[config.mk]
export PLATFORM = sky130hd
export DESIGN_NAME = onewire_rom_search_engine
export DESIGN_NICKNAME = d
export VERILOG_FILES = /design/src/design/ors_pkg.sv /design/src/design/ors_decide.sv /design/src/design/onewire_rom_search_engine.sv
export VERILOG_INCLUDE_DIRS = /design/src /design/src/design
export SDC_FILE = /design/constraint.sdc
export NUM_CORES = 1
export LEC_CHECK = 0
export CORE_MARGIN = 10
export CORE_UTILIZATION = 35
export DETAILED_ROUTE_END_ITERATION = 6
export DONT_BUFFER_PORTS = 1
export RECOVER_POWER = 100
export SLEW_MARGIN = 20
export SYNTH_ARGS = -nofsm -noshare
export SYNTH_HDL_FRONTEND = slang
export SYNTH_SLANG_ARGS = --single-unit
[constraint.sdc]
create_clock -name clk -period 8 [get_ports clk]
set_clock_uncertainty 0.15 [all_clocks]
set_input_delay 0.8 -clock clk [delete_from_list [all_inputs] [get_ports clk]]
set_output_delay 0.8 -clock clk [all_outputs]
set_load 0.02 [all_outputs]
[src/design/assert_macros.svh]
// assertion macros used by the top level design file
`ifndef ASSERT_MACROS_SVH
`define ASSERT_MACROS_SVH

// clocked assertion, disabled while reset is applied
`define ORS_ASSERT(lbl, prop, msg) \
	lbl: assert property (@(posedge clk) disable iff (!arst_n) prop) else $error(msg);

// clocked assertion that is checked during reset as well
`define ORS_ASSERT_ALWAYS(lbl, prop, msg) \
	lbl: assert property (@(posedge clk) prop) else $error(msg);

`endif

[src/design/ors_pkg.sv]
// types, codes and constants of the 1-wire rom search engine
package ors_pkg;

	localparam int MAX_DEVICES = 16;

	localparam logic [6:0] ROM_BITS     = 7'd64;
	localparam logic [6:0] LAST_BIT_POS = 7'd63;
	localparam logic [6:0] FIRST_PASS   = 7'd65;
	localparam logic [4:0] TALLY_MAX    = 5'd31;

	typedef enum logic [1:0] {
		FN_START = 2'd0,
		FN_PASS  = 2'd1,
		FN_BIT   = 2'd2
	} func_t;

	typedef enum logic [2:0] {
		ST_ACCEPTED    = 3'd0,
		ST_BIT_OK      = 3'd1,
		ST_FOUND_MORE  = 3'd2,
		ST_FOUND_LAST  = 3'd3,
		ST_NO_PRESENCE = 3'd4,
		ST_DATA_ERROR  = 3'd5,
		ST_ORDER       = 3'd6
	} status_t;

	typedef enum logic [1:0] {
		PH_IDLE   = 2'd0,
		PH_READY  = 2'd1,
		PH_SEARCH = 2'd2,
		PH_DONE   = 2'd3
	} phase_t;

	typedef struct packed {
		func_t func;
		logic  presence;
		logic  id_bit;
		logic  cmp_bit;
	} req_t;

	typedef struct packed {
		logic        write_bit;
		status_t     status;
		logic [63:0] rom_id;
		logic [4:0]  found_count;
	} rsp_t;

	typedef struct packed {
		logic [63:0] rom_shift;
		logic [6:0]  last_disc;
		logic [6:0]  next_disc;
		logic [6:0]  bit_pos;
		logic [4:0]  tally;
		phase_t      phase;
	} search_state_t;

endpackage

[src/design/ors_decide.sv]
// search decision logic: next search state and response for one request
module ors_decide
	import ors_pkg::*;
(
	input  req_t          req,
	input  search_state_t cur,
	output search_state_t nxt,
	output rsp_t          rsp
);

	logic [6:0]  pos;
	logic        prev;
	logic        take_one;
	logic        dir_bit;
	logic [6:0]  disc_new;
	logic [63:0] shift_new;
	logic [4:0]  tally_new;
	logic        limit_hit;

	// positions count down from 64 for the first bit to 1 for the last
	assign pos       = ROM_BITS - cur.bit_pos;
	assign prev      = cur.rom_shift[0];
	assign take_one  = (cur.last_disc > pos) || (prev && (cur.last_disc != pos));
	assign dir_bit   = (!req.id_bit && !req.cmp_bit) ? take_one : req.id_bit;
	assign disc_new  = (!req.id_bit && !req.cmp_bit && take_one) ? pos : cur.next_disc;
	assign shift_new = {dir_bit, cur.rom_shift[63:1]};
	assign tally_new = (cur.tally < TALLY_MAX) ? cur.tally + 5'd1 : cur.tally;
	assign limit_hit = {3'b000, tally_new} >= 8'(MAX_DEVICES);

	always_comb begin
		nxt        = cur;
		rsp        = '0;
		rsp.status = ST_ORDER;
		case (req.func)
			FN_START: begin
				nxt.rom_shift = '0;
				nxt.last_disc = FIRST_PASS;
				nxt.next_disc = '0;
				nxt.bit_pos   = '0;
				nxt.tally     = '0;
				nxt.phase     = PH_READY;
				rsp.status    = ST_ACCEPTED;
			end
			FN_PASS: begin
				if (cur.phase == PH_READY) begin
					if (!req.presence) begin
						nxt.phase  = PH_DONE;
						rsp.status = ST_NO_PRESENCE;
					end else begin
						nxt.bit_pos   = '0;
						nxt.next_disc = '0;
						nxt.phase     = PH_SEARCH;
						rsp.status    = ST_ACCEPTED;
					end
				end
			end
			FN_BIT: begin
				if (cur.phase == PH_SEARCH && cur.bit_pos < ROM_BITS) begin
					if (req.id_bit && req.cmp_bit) begin
						nxt.phase  = PH_DONE;
						rsp.status = ST_DATA_ERROR;
					end else begin
						nxt.rom_shift = shift_new;
						nxt.next_disc = disc_new;
						nxt.bit_pos   = cur.bit_pos + 7'd1;
						rsp.write_bit = dir_bit;
						if (cur.bit_pos != LAST_BIT_POS) begin
							rsp.status = ST_BIT_OK;
						end else begin
							// rom complete: close the pass
							nxt.last_disc = disc_new;
							nxt.tally     = tally_new;
							nxt.phase     = (disc_new == '0 || limit_hit) ? PH_DONE : PH_READY;
							rsp.status    = (disc_new == '0) ? ST_FOUND_LAST : ST_FOUND_MORE;
							rsp.rom_id    = shift_new;
						end
					end
				end
			end
			default: begin
				rsp.status = ST_ORDER;
			end
		endcase
		rsp.found_count = nxt.tally;
	end

endmodule

[src/design/onewire_rom_search_engine.sv]
// top level of the 1-wire rom search engine: request register, search state, response register
//
//  channel  signals                     direction  carries
//  req      req_valid req_stall req_data  into     func, presence, id_bit, cmp_bit
//  rsp      rsp_valid rsp_stall rsp_data  out of   write_bit, status, rom_id, found_count
//
// one request per cycle sustained while the response is not stalled
// the request register feeds the decision logic, which updates the search state and
// loads the response register in the same cycle
// reset returns the search state to idle with the first pass marker and empties both stages
// a stalled response holds; the request register keeps taking requests while it can drain
`include "assert_macros.svh"

module onewire_rom_search_engine
	import ors_pkg::*;
(
	input  logic clk,
	input  logic arst_n,
	input  logic req_valid,
	output logic req_stall,
	input  req_t req_data,
	output logic rsp_valid,
	input  logic rsp_stall,
	output rsp_t rsp_data
);

	logic          valid_s1;
	req_t          req_s1;
	logic          valid_s2;
	rsp_t          rsp_s2;
	search_state_t state_q;
	search_state_t state_nxt;
	rsp_t          rsp_nxt;
	logic          adv_s1;

	ors_decide u_decide (
		.req (req_s1),
		.cur (state_q),
		.nxt (state_nxt),
		.rsp (rsp_nxt)
	);

	assign adv_s1    = valid_s1 && (!valid_s2 || !rsp_stall);
	assign req_stall = valid_s1 && !adv_s1;
	assign rsp_valid = valid_s2;
	assign rsp_data  = rsp_s2;

	always_ff @(posedge clk or negedge arst_n) begin
		if (!arst_n) begin
			valid_s1          <= 1'b0;
			valid_s2          <= 1'b0;
			state_q.rom_shift <= '0;
			state_q.last_disc <= FIRST_PASS;
			state_q.next_disc <= '0;
			state_q.bit_pos   <= '0;
			state_q.tally     <= '0;
			state_q.phase     <= PH_IDLE;
		end else begin
			if (!valid_s1 || adv_s1) begin
				valid_s1 <= req_valid;
			end
			if (adv_s1) begin
				valid_s2 <= 1'b1;
				state_q  <= state_nxt;
			end else if (!rsp_stall) begin
				valid_s2 <= 1'b0;
			end
		end
	end

	// payload registers
	always_ff @(posedge clk) begin
		if (!valid_s1 || adv_s1) begin
			req_s1 <= req_data;
		end
		if (adv_s1) begin
			rsp_s2 <= rsp_nxt;
		end
	end

	`ORS_ASSERT(a_search_pos_range, state_q.phase == PH_SEARCH |-> state_q.bit_pos < ROM_BITS, "bit position beyond rom while searching")
	`ORS_ASSERT(a_found_ends_pass, (adv_s1 && (rsp_nxt.status == ST_FOUND_MORE || rsp_nxt.status == ST_FOUND_LAST)) |=> state_q.phase != PH_SEARCH && state_q.bit_pos == ROM_BITS, "found rom did not close the pass")
	`ORS_ASSERT(a_rom_only_on_found, (rsp_valid && rsp_data.status != ST_FOUND_MORE && rsp_data.status != ST_FOUND_LAST) |-> rsp_data.rom_id == '0, "rom id set on a non-found response")
	`ORS_ASSERT_ALWAYS(a_stall_needs_item, req_stall |-> valid_s1 && valid_s2 && rsp_stall, "request stalled without a blocked item")

endmodule

==> results of run 1 <==
==> metal layers <==
layer	track usage	wire [µm]
met4	0.0398	195
met1	0.144	7070
met3	0.0362	803
met2	0.178	7000
met5	0	0
==> worst paths after layout <==
| check | end | slack, ns | depth (start not counted) |
|---|---|---|---|
| worst max-delay path | state_q[67] | 2.97 | 7 |
| worst min-delay path | state_q[27] | 0.07 | 0 |
| worst max register to register | state_q[67] | 2.97 | 7 |
| worst min register to register | state_q[21] | 0.34 | 2 |
| max in group asynchronous | state_q[25] | 7.14 | 1 |
| min in group clk | req_s1[0] | 0.32 | 0 |
==> report_power, final <==
group / total, mW / switching, mW / leakage, nW / internal, mW
combinational: 0.110 / 0.0799 / 0.928 / 0.0300
sequential: 1.01 / 0.0481 / 2.09 / 0.962
clock: 0.789 / 0.378 / 0.259 / 0.410
==> area by class of cell <==
type / count / share of cell area
Sequential cell: 172 / 0.585
Multi-Input combinational cell: 340 / 0.287
Clock buffer: 18 / 0.0535
Tap cell: 270 / 0.0421
Clock inverter: 14 / 0.0165
Timing Repair Buffer: 6 / 0.00967
Inverter: 13 / 0.00624
==> kinds of logic (layout without fill, tap and decap cells) <==
logic type / Yosys count / in the layout
and+or+nand+nor: 175 / 175
buffers and inverters: 42 / 51
DFF: 172 / 172
xor gates and xnor gates: 6 / 6
AOI/OAI and AO/OA: 141 / 141
muxes: 3 / 3
adders and majority gates: 15 / 15
==> registers in the layout (all words and copies together), names as in the netlist <==
| register | cells |
|---|---|
| state_q | 92 |
| req_s1 | 5 |
| rsp_data | 73 |
| valid_s1 | 1 |
| rsp_valid | 1 |
==> cell usage after synthesis (5+ instances only) <==
cell type	number	area [µm²]
a22o_1	67	587
inv_1	13	48.8
ha_1	15	188
o21ai_0	11	55.1
xor2_1	5	43.8
nand2b_1	5	31.3
nand3_1	12	60.1
nor2_1	23	86.3
nand2_1	32	120
a21oi_1	15	75.1
edfxtp_1	78	2340
dfrtp_1	92	2300
clkbuf_1	13	48.8
buf_2	15	75.1
o21ai_1	15	75.1
and2_1	67	419
nor3_1	6	30.0
==> worst max-delay path, stage by stage (launching register included) <==
cell     delay [ns]
dfrtp_1        0.50
inv_1          0.14
ha_1           0.28
o41ai_1        1.23
nand3_1        0.57
nor2_1         1.28
buf_4          0.61
a22o_1         0.21
==> timing repair <==
item	in CTS	in global routing
hold buffers	1	0
resized for setup	0	0
hold endpoints to repair	92	0
==> out/metrics.yaml, run 1 <==
core_area_um2: 20200
worstSetupPathType: "flip-flop to flip-flop"
layout-drive-gt1-share: 0.0782
clock_sinks: 172
die_area_um2: 26700
grt_pass1_vias: 4346
fin_util: 0.397
tightest_slew_ns: 1.94
grt_overflow: 0
placed_area_um2: 7460
timing.hold.ws_ns: 0.0688
setup_ws_ns: 2.97
place_hpwl_um: 9240
syn_nets: 578
synth_xor_area_frac: 0.00729
violations: "max-capacitance violations, max-slew violations"
fill_cells: 1929
path_clk_slew_ns: 0.07
start_util: 0.356
fin_setup_tns_ns: 0
synthToLayoutAreaGrowth_pct: 11.3
grt_pass1_wl_um: 24100
antenna_left: 0
worstSetupEndpointType: "flip-flop"
cts-root-buf: "clkbuf_16"
p_per_area_nw_per_um2: 238
rows: 52
clock_path_buffers: 2
multi_input_area_um2: 2300
path_max_fanout: 48
grt_max_degree: 93
regArea_um2: 4700
cts_made_buffers: 17
netlist_instances: 554
fp.dieW_um: 164
grt.total_usage: 0.113
cp-start-kind: "flip-flop"
chipHeight_um: 164
diodes: 0
htree_levels: 4
ys_seq_area_frac: 0.651
power_leakage_nw: 3.27
arrival_ns: 5.23
finalWirelength_um: 15100
vias_per_cell: 5.24
drv_cap: 3
dpl_worst_slack_ns: 4.15
post_cts_buffers: 0
total_power_mw: 1.91
ys_dominant_reg_cell: "dfrtp_1"
yosys.area_share.simple: 0.136
antenna_found_initial: 0
yosysUniqueCellTypes: 58
synthArstFlopShare: 0.547
synth-edff-count: 78
ys_warn_count: 0
critPathRequiredTime_ns: 8.20
instances_no_fill: 833
layout_common_cells: "dfrtp_1 (92), edfxtp_1 (78), a22o_1 (67)"
status: "complete, but fails checks"
wire_per_inst_um: 18.1
period_minus_slack_ns: 5.03
place_congestion: 0.836
synth-compound-area-share: 0.151
dpl.cell_count: 799
setup_viol_count_final: 0
max_freq_mhz: 199
rsz0062_at_grt: "false"
synth_fa_ha_area_frac: 0.0260
drtIter0Drc: 255
first_pass_iters: 5
min_path_type: "input pin to async pin"
worst_r2r_startpoint: "state_q[7]"
vias: 4369
postLayoutCellArea_um2: 8020
critical_path.startpoint: "state_q[7]"
slew_headroom: -0.294
fin_nets: 574
period_share: 0.629
cts_tree: "yes"
portBuffers: 0
vdd_ir_drop_max_uv: 124
io_pins: 84
synth_top_family_by_area: "compound AO/OA/AOI/OAI gates"
muxShareOfSynthArea: 0.00434
final_hold_viol_count: 0
syn_area_um2: 7210
synth_area_per_cell_um2: 13.0
mostFrequentLayoutCell: "dfrtp_1"
ys_ff_latch: 172
insertion_delay_ns: 0.42
drc: 0
slew_violations: 111
Note: power is estimated with default switching activity, not from simulation.
==> run 2, diff against run 1 <==
==> constraint.sdc (replaced) <==
create_clock -name clk -period 4.1 [get_ports clk]
set_clock_uncertainty 0.15 [all_clocks]
set_input_delay 0.41 -clock clk [delete_from_list [all_inputs] [get_ports clk]]
set_output_delay 0.41 -clock clk [all_outputs]
set_load 0.02 [all_outputs]
==> run 2 against run 1 <==
Net effect: the run still ends with max-capacitance violations, max-slew violations left; maximum frequency is 47% higher; register-to-register slack worse by 2.3 ns; global-route usage down 0.18 points; clock-buffer cell count is 1 lower; cell area rose by 1.4%; final cell count grew 1.1%; die area unchanged; core utilization rose by 0.54 points; worst setup slack worse by 2.3 ns; clock power rose by 99%; via count shrank 0.64%; largest cell class unchanged; highest routed layer unchanged.
==> out/metrics.yaml, run 2 (synthesized netlist as in run 1, its figures left out) <==
arrival_ns: 3.56  # was 5.23 ns
period_share: 0.837  # was 0.629
drv_cap: 1  # was 3
first_pass_iters: 5  # unchanged
total_power_mw: 3.76  # was 1.91 mW
vdd_ir_drop_max_uv: 313  # was 124 µV
drc: 0  # unchanged
slowest_stage: "and4_1"  # was nor2_1
insertion_delay_ns: 0.42  # about the same
fin_setup_tns_ns: 0  # unchanged
cts_tree: "yes"  # unchanged
cts_made_buffers: 17  # unchanged
cp_slowest_stage_delay_ns: 0.73  # was 1.28 ns
place_congestion: 0.839  # was 0.836
timing.hold.ws_ns: 0.184  # was 0.0688 ns
rows: 52  # unchanged
tightest_slew_ns: 2.39  # was 1.94 ns
p_per_area_nw_per_um2: 462  # was 238 nW/µm²
finalWirelength_um: 14600  # was 15100 µm
io_pins: 84  # unchanged
regArea_um2: 4700  # unchanged
critPathRequiredTime_ns: 4.23  # was 8.20 ns
slew_headroom: -0.593  # was -0.294
vias: 4341  # was 4369
path_max_fanout: 49  # was 48
period_minus_slack_ns: 3.43  # was 5.03 ns
diodes: 0  # unchanged
placed_area_um2: 7500  # was 7460 µm²
path_clk_slew_ns: 0.07  # about the same
max_freq_mhz: 292  # was 199 MHz
dpl.cell_count: 801  # was 799
power_leakage_nw: 3.34  # was 3.27 nW
cts-resized-gates: 0  # unchanged
fin_nets: 583  # was 574
synthToLayoutAreaGrowth_pct: 12.8  # was 11.3%
clock_sinks: 172  # unchanged
start_util: 0.356  # unchanged
place_hpwl_um: 9500  # was 9240 µm
grt.total_usage: 0.112  # was 0.113
min_path_type: "input pin to flip-flop"  # was input pin to async pin
worstSetupPathType: "flip-flop to flip-flop"  # unchanged
antenna_found_initial: 0  # unchanged
portBuffers: 0  # unchanged
worstSetupEndpointType: "flip-flop"  # unchanged
cts-root-buf: "clkbuf_16"  # unchanged
htree_levels: 4  # unchanged
clock_path_buffers: 2  # unchanged
path_cells: "inv_1 > ha_1 > o41ai_4 > and4_1 > clkbuf_2 > a22o_1"  # was inv_1 > ha_1 > o41ai_1 > nand3_1 > nor2_1 > buf_4 > a22o_1
mostFrequentLayoutCell: "dfrtp_1"  # unchanged
status: "complete, but fails checks"  # unchanged
grt_pass1_wl_um: 24000  # was 24100 µm
grt_pass1_vias: 4325  # was 4346
violations: "max-capacitance violations, max-slew violations"  # unchanged
crit_family: "compound AO/OA/AOI/OAI gates"  # was simple AND/OR/NAND/NOR gates
fp.dieW_um: 164  # unchanged
multi_input_area_um2: 2320  # was 2300 µm²
fill_cells: 1899  # was 1929
cp-start-kind: "flip-flop"  # unchanged
top_register: "state_q"  # unchanged
vias_per_cell: 5.16  # was 5.24
setup_viol_count_final: 0  # unchanged
grt_overflow: 0  # unchanged
largest_register_ff_count: 92  # unchanged
core_area_um2: 20200  # unchanged
final_hold_viol_count: 0  # unchanged
layout_common_cells: "dfrtp_1 (92), edfxtp_1 (78), a22o_1 (67)"  # unchanged
wire_per_inst_um: 17.4  # was 18.1 µm
slew_violations: 95  # was 111
crit_buf_inv: 2  # unchanged
chipHeight_um: 164  # unchanged
antenna_left: 0  # unchanged
die_area_um2: 26700  # unchanged
instances_no_fill: 842  # was 833
drtIter0Drc: 275  # was 255
postLayoutCellArea_um2: 8130  # was 8020 µm²
layout-drive-gt1-share: 0.0857  # was 0.0782
grt_max_degree: 95  # was 93
rsz0062_at_grt: "false"  # unchanged
-- run 2: power by group --
group | switching (mW) | leakage, nW | internal [mW] | total [mW]
clock network | 0.754 | 0.280 | 0.813 | 1.57
logic | 0.159 | 0.976 | 0.0604 | 0.219
registers | 0.0957 | 2.09 | 1.88 | 1.97
total | 1.01 | 3.34 | 2.75 | 3.76
-- run 2: worst paths after layout --
kind / cells after the start / slack, ns / start / end
setup reg to reg: 6 / 0.67 / state_q[7] / rsp_data[4]
min in group asynchronous: 2 / 1.04 / arst_n / rsp_valid
hold / removal: 2 / 0.18 / rsp_stall / valid_s1
max in group asynchronous: 2 / 1.28 / arst_n / state_q[7]
hold reg to reg: 1 / 0.35 / valid_s1 / rsp_valid
setup / recovery: 6 / 0.67 / state_q[7] / rsp_data[4]
-- run 2: timing repair --
item                      CTS  global route
buffers inserted            0             0
hold endpoints to repair  101             0
hold buffers                9             0
-- run 2: routing by layer --
layer / vias up / GRT usage / share of wire
li1: 2060 / - / -
met1: 2163 / 0.142 / 0.46
met2: 105 / 0.176 / 0.47
met3: 13 / 0.0357 / 0.054
met4: 0 / 0.0366 / 0.011
met5: - / 0 / 0
-- run 2: worst register-to-register path, cell delays in order, from the launching register on --
cell and delay [ns]:
dfrtp_1 0.47, inv_1 0.13, ha_1 0.29, o41ai_4 0.58
and4_1 0.73, clkbuf_2 0.69, a22o_1 0.25
-- run 2: cell type report --
cell class	count	area share
Sequential cell	172	0.577
Tap cell	270	0.0415
Timing Repair Buffer	15	0.0188
Clock buffer	17	0.0523
Multi-Input combinational cell	340	0.285
Inverter	13	0.00615
Clock inverter	15	0.0188
-- run 2: metrics by stage --
step | setup WS (ns) | utilization
2_1_floorplan | 1.13 | -
3_3_place_gp | 0.998 | 0.371
3_5_place_dp | 0.819 | 0.371
4_1_cts | 0.829 | 0.405
5_1_grt | 0.279 | 0.402
6_report | 0.670 | 0.402
==> run 3, diff against run 2 <==
--- a/config.mk
+++ b/config.mk
@@ -6,6 +6,7 @@
 export SDC_FILE = /design/constraint.sdc
 export NUM_CORES = 1
 export LEC_CHECK = 0
+export ABC_AREA = 1
 export CORE_MARGIN = 10
 export CORE_UTILIZATION = 35
 export DETAILED_ROUTE_END_ITERATION = 6
==> constraint.sdc (replaced) <==
create_clock -name clk -period 2.8 [get_ports clk]
set_clock_uncertainty 0.15 [all_clocks]
set_input_delay 0.28 -clock clk [delete_from_list [all_inputs] [get_ports clk]]
set_output_delay 0.28 -clock clk [all_outputs]
set_load 0.02 [all_outputs]
==> run 3 against run 2 <==
Net effect: die area grew 0.82%; core utilization grew 1.4 points; via count increased by 5.0%; cell area increased by 4.0%; global-route usage shrank 0.42 points; the run now ends clean; power rose by 77%; sequential share of layout area fell by 2.2 points; hold slack better by 0.15 ns; clock power increased by 55%; critical path depth increased by 13; synthesized cell count grew 21%.
==> out/metrics.yaml, run 3 <==
crit_end: "state_q[1]"  # was rsp_data[4]
antenna_left: 0  # unchanged
critical_path.startpoint: "state_q[8]"  # was state_q[7]
synthArstFlopShare: 0.547  # unchanged
first_pass_iters: 4  # was 5
setup_viol_count_final: 0  # unchanged
grt_overflow: 0  # unchanged
fin_util: 0.416  # was 0.402
synth.most_common_cell: "inv_1"  # was dfrtp_1
cp-start-kind: "flip-flop"  # unchanged
power_leakage_nw: 3.43  # was 3.34 nW
tightest_slew_ns: 1.35  # was 2.39 ns
timing.hold.ws_ns: 0.334  # was 0.184 ns
crit_cells: 19  # was 6
cp_slowest_stage_delay_ns: 0.39  # was 0.73 ns
worstSetupPathType: "flip-flop to flip-flop"  # unchanged
syn_nets: 695  # was 578
syn_area_um2: 7280  # was 7210 µm²
synth_area_leader_cell: "edfxtp_1"  # unchanged
path_cells: "inv_2 > ha_4 > nand4_4 > xor2_2 > ha_1 > nand2_2 > nor2_4 > a21oi_4 > nand2_4 > nand2_1 > nand2_1 > nand2_1 > nor2_1 > nand2_1 > nand2_1 > nand2_1 > nand2_1 > nand2_1 > nand2_1"  # was inv_1 > ha_1 > o41ai_4 > and4_1 > clkbuf_2 > a22o_1
yosysUniqueCellTypes: 39  # was 58
min_path_type: "input pin to flip-flop"  # unchanged
ys_warn_count: 0  # unchanged
layout-drive-gt1-share: 0.145  # was 0.0857
critPathRequiredTime_ns: 2.96  # was 4.23 ns
arrival_ns: 2.88  # was 3.56 ns
max_freq_mhz: 368  # was 292 MHz
wire_per_inst_um: 14.9  # was 17.4 µm
dpl_worst_slack_ns: -0.0687  # was 0.819 ns
vdd_ir_drop_max_uv: 422  # was 313 µV
htree_levels: 4  # unchanged
cts-root-buf: "clkbuf_16"  # unchanged
synth_common_cells: "inv_1 (107), dfrtp_1 (92), nand2_1 (89), nor2_1 (88), edfxtp_1 (78)"  # was dfrtp_1 (92), edfxtp_1 (78), a22o_1 (67), and2_1 (67), nand2_1 (32)
slowest_stage: "dfrtp_1"  # was and4_1
crit_buf_inv: 1  # was 2
insertion_delay_ns: 0.42  # about the same
grt_max_degree: 95  # unchanged
final_hold_viol_count: 0  # unchanged
grt_pass1_vias: 4400  # was 4325
core_area_um2: 20400  # was 20200 µm²
ys_seq_area_frac: 0.645  # was 0.651
reg2reg_depth: 19  # was 6
clock_path_buffers: 2  # unchanged
yosys-top-cells-area: "edfxtp_1 (32%), dfrtp_1 (32%), o22ai_1 (5.8%)"  # was edfxtp_1 (32%), dfrtp_1 (32%), a22o_1 (8.1%)
reg2reg_to: "state_q[1]"  # was rsp_data[4]
synth_area_per_cell_um2: 10.8  # was 13.0 µm²
grt_pass1_wl_um: 23200  # was 24000 µm
worstSetupEndpointType: "flip-flop"  # unchanged
total_power_mw: 6.65  # was 3.76 mW
path_max_fanout: 8  # was 49
period_minus_slack_ns: 2.71  # was 3.43 ns
io_pins: 84  # unchanged
mostFrequentLayoutCell: "inv_1"  # was dfrtp_1
fin_nets: 717  # was 583
clock_sinks: 172  # unchanged
rsz0062_at_grt: "true"  # was false
synth-edff-count: 78  # unchanged
cts_tree: "yes"  # unchanged
top_register: "state_q"  # unchanged
drv_cap: 0  # was 1
drc: 0  # unchanged
fp.dieW_um: 164  # about the same
finalWirelength_um: 14500  # was 14600 µm
layout_common_cells: "inv_1 (105), dfrtp_1 (91), nor2_1 (85)"  # was dfrtp_1 (92), edfxtp_1 (78), a22o_1 (67)
diodes: 0  # unchanged
critPathMostFrequentCell: "nand2_1"
drtIter0Drc: 277  # was 275
start_util: 0.357  # was 0.356
vias_per_cell: 4.67  # was 5.16
setup_ws_ns: 0.0856  # was 0.670 ns
rrSetupSlack_ns: 0.09  # was 0.67 ns
netlist_instances: 671  # was 554
path_clk_slew_ns: 0.07  # about the same
slew_violations: 0  # was 95
period_share: 0.969  # was 0.837
slew_headroom: 0.0972  # was -0.593
ys_ff_latch: 172  # unchanged
worst_r2r_startpoint: "state_q[8]"  # was state_q[7]
place_hpwl_um: 9210  # was 9500 µm
p_per_area_nw_per_um2: 786  # was 462 nW/µm²
grt.total_usage: 0.107  # was 0.112
chipHeight_um: 164  # about the same
synth.top_cell.area_share: 0.322  # was 0.325
antenna_found_initial: 0  # unchanged
rows: 52  # unchanged
vias: 4556  # was 4341
status: "completed"  # was complete, but fails checks
die_area_um2: 27000  # was 26700 µm²
synthToLayoutAreaGrowth_pct: 16.3  # was 12.8%
ys_dominant_reg_cell: "dfrtp_1"  # unchanged
portBuffers: 0  # unchanged
largest_register_ff_count: 92  # unchanged
crit_family: "simple AND/OR/NAND/NOR gates"  # was compound AO/OA/AOI/OAI gates
place_congestion: 0.848  # was 0.839
cts_made_buffers: 17  # unchanged
## run 3: where the power goes
group          internal [mW]  switching [mW]
clock network           1.42            1.02
registers               2.80           0.172
logic                  0.483           0.746
total                   4.71            1.94
## run 3: routing by layer
layer  routed length, µm  global-route usage
met1                6970               0.143
met2                6690               0.166
met3                 745              0.0323
met4                 134              0.0292
met5                   0                   0
## run 3: layout make-up
type	instances	area, µm²
inverters	111	418
clock buffers	17	425
fillers	1919	11900
flip-flops and latches	172	4700
well taps	270	338
clock inverters	14	180
repair buffers	27	297
multi-input cells	364	2110
## run 3: worst min path at each step
stage | start | depth (start not counted) | endpoint
6_report | req_data[0] | 1 | req_s1[0]
5_1_grt | req_data[2] | 1 | req_s1[2]
4_1_cts | arst_n | 2 | rsp_valid
3_5_place_dp | arst_n | 0 | rsp_valid
3_3_place_gp | arst_n | 0 | rsp_valid
2_1_floorplan | arst_n | 0 | rsp_valid
## run 3: kinds of logic after synthesis
group	after synthesis	share of synthesized area
adder cells (fa/ha/maj)	15	0.0258
flip-flops	172	0.645
AO/OA/AOI/OAI	111	0.0928
XOR/XNOR	9	0.0108
buffers and inverters	135	0.0875
AND/OR/NAND/NOR	229	0.138
## run 3: what timing repair did
item,CTS,global route
cloned,0,0
endpoints found under the hold margin,101,0
endpoints found under the setup margin,2,7
gates resized for setup,2,33
setup buffers,0,4
pin swaps,0,18
hold buffers,9,0
## run 3: through the flow
stage / setup TNS [ns] / std cells / area, µm²
floorplan: -24.14 / 671 / 7320
global placement: 0 / 931 / 7580
detailed placement: -0.0687 / 931 / 7580
CTS: 0 / 971 / 8300
global route: -0.231 / 975 / 8460
finish: 0 / 975 / 8460
## run 3: worst reg2reg max path, delay by kind of cell, from the launching register on
| kind | cells | cell delay (ns) |
|---|---|---|
| simple gates | 14 | 1.03 |
| fa+ha+maj | 2 | 0.50 |
| flops | 1 | 0.39 |
| compound gates | 1 | 0.26 |
| xor+xnor | 1 | 0.18 |
| buf+inv | 1 | 0.10 |
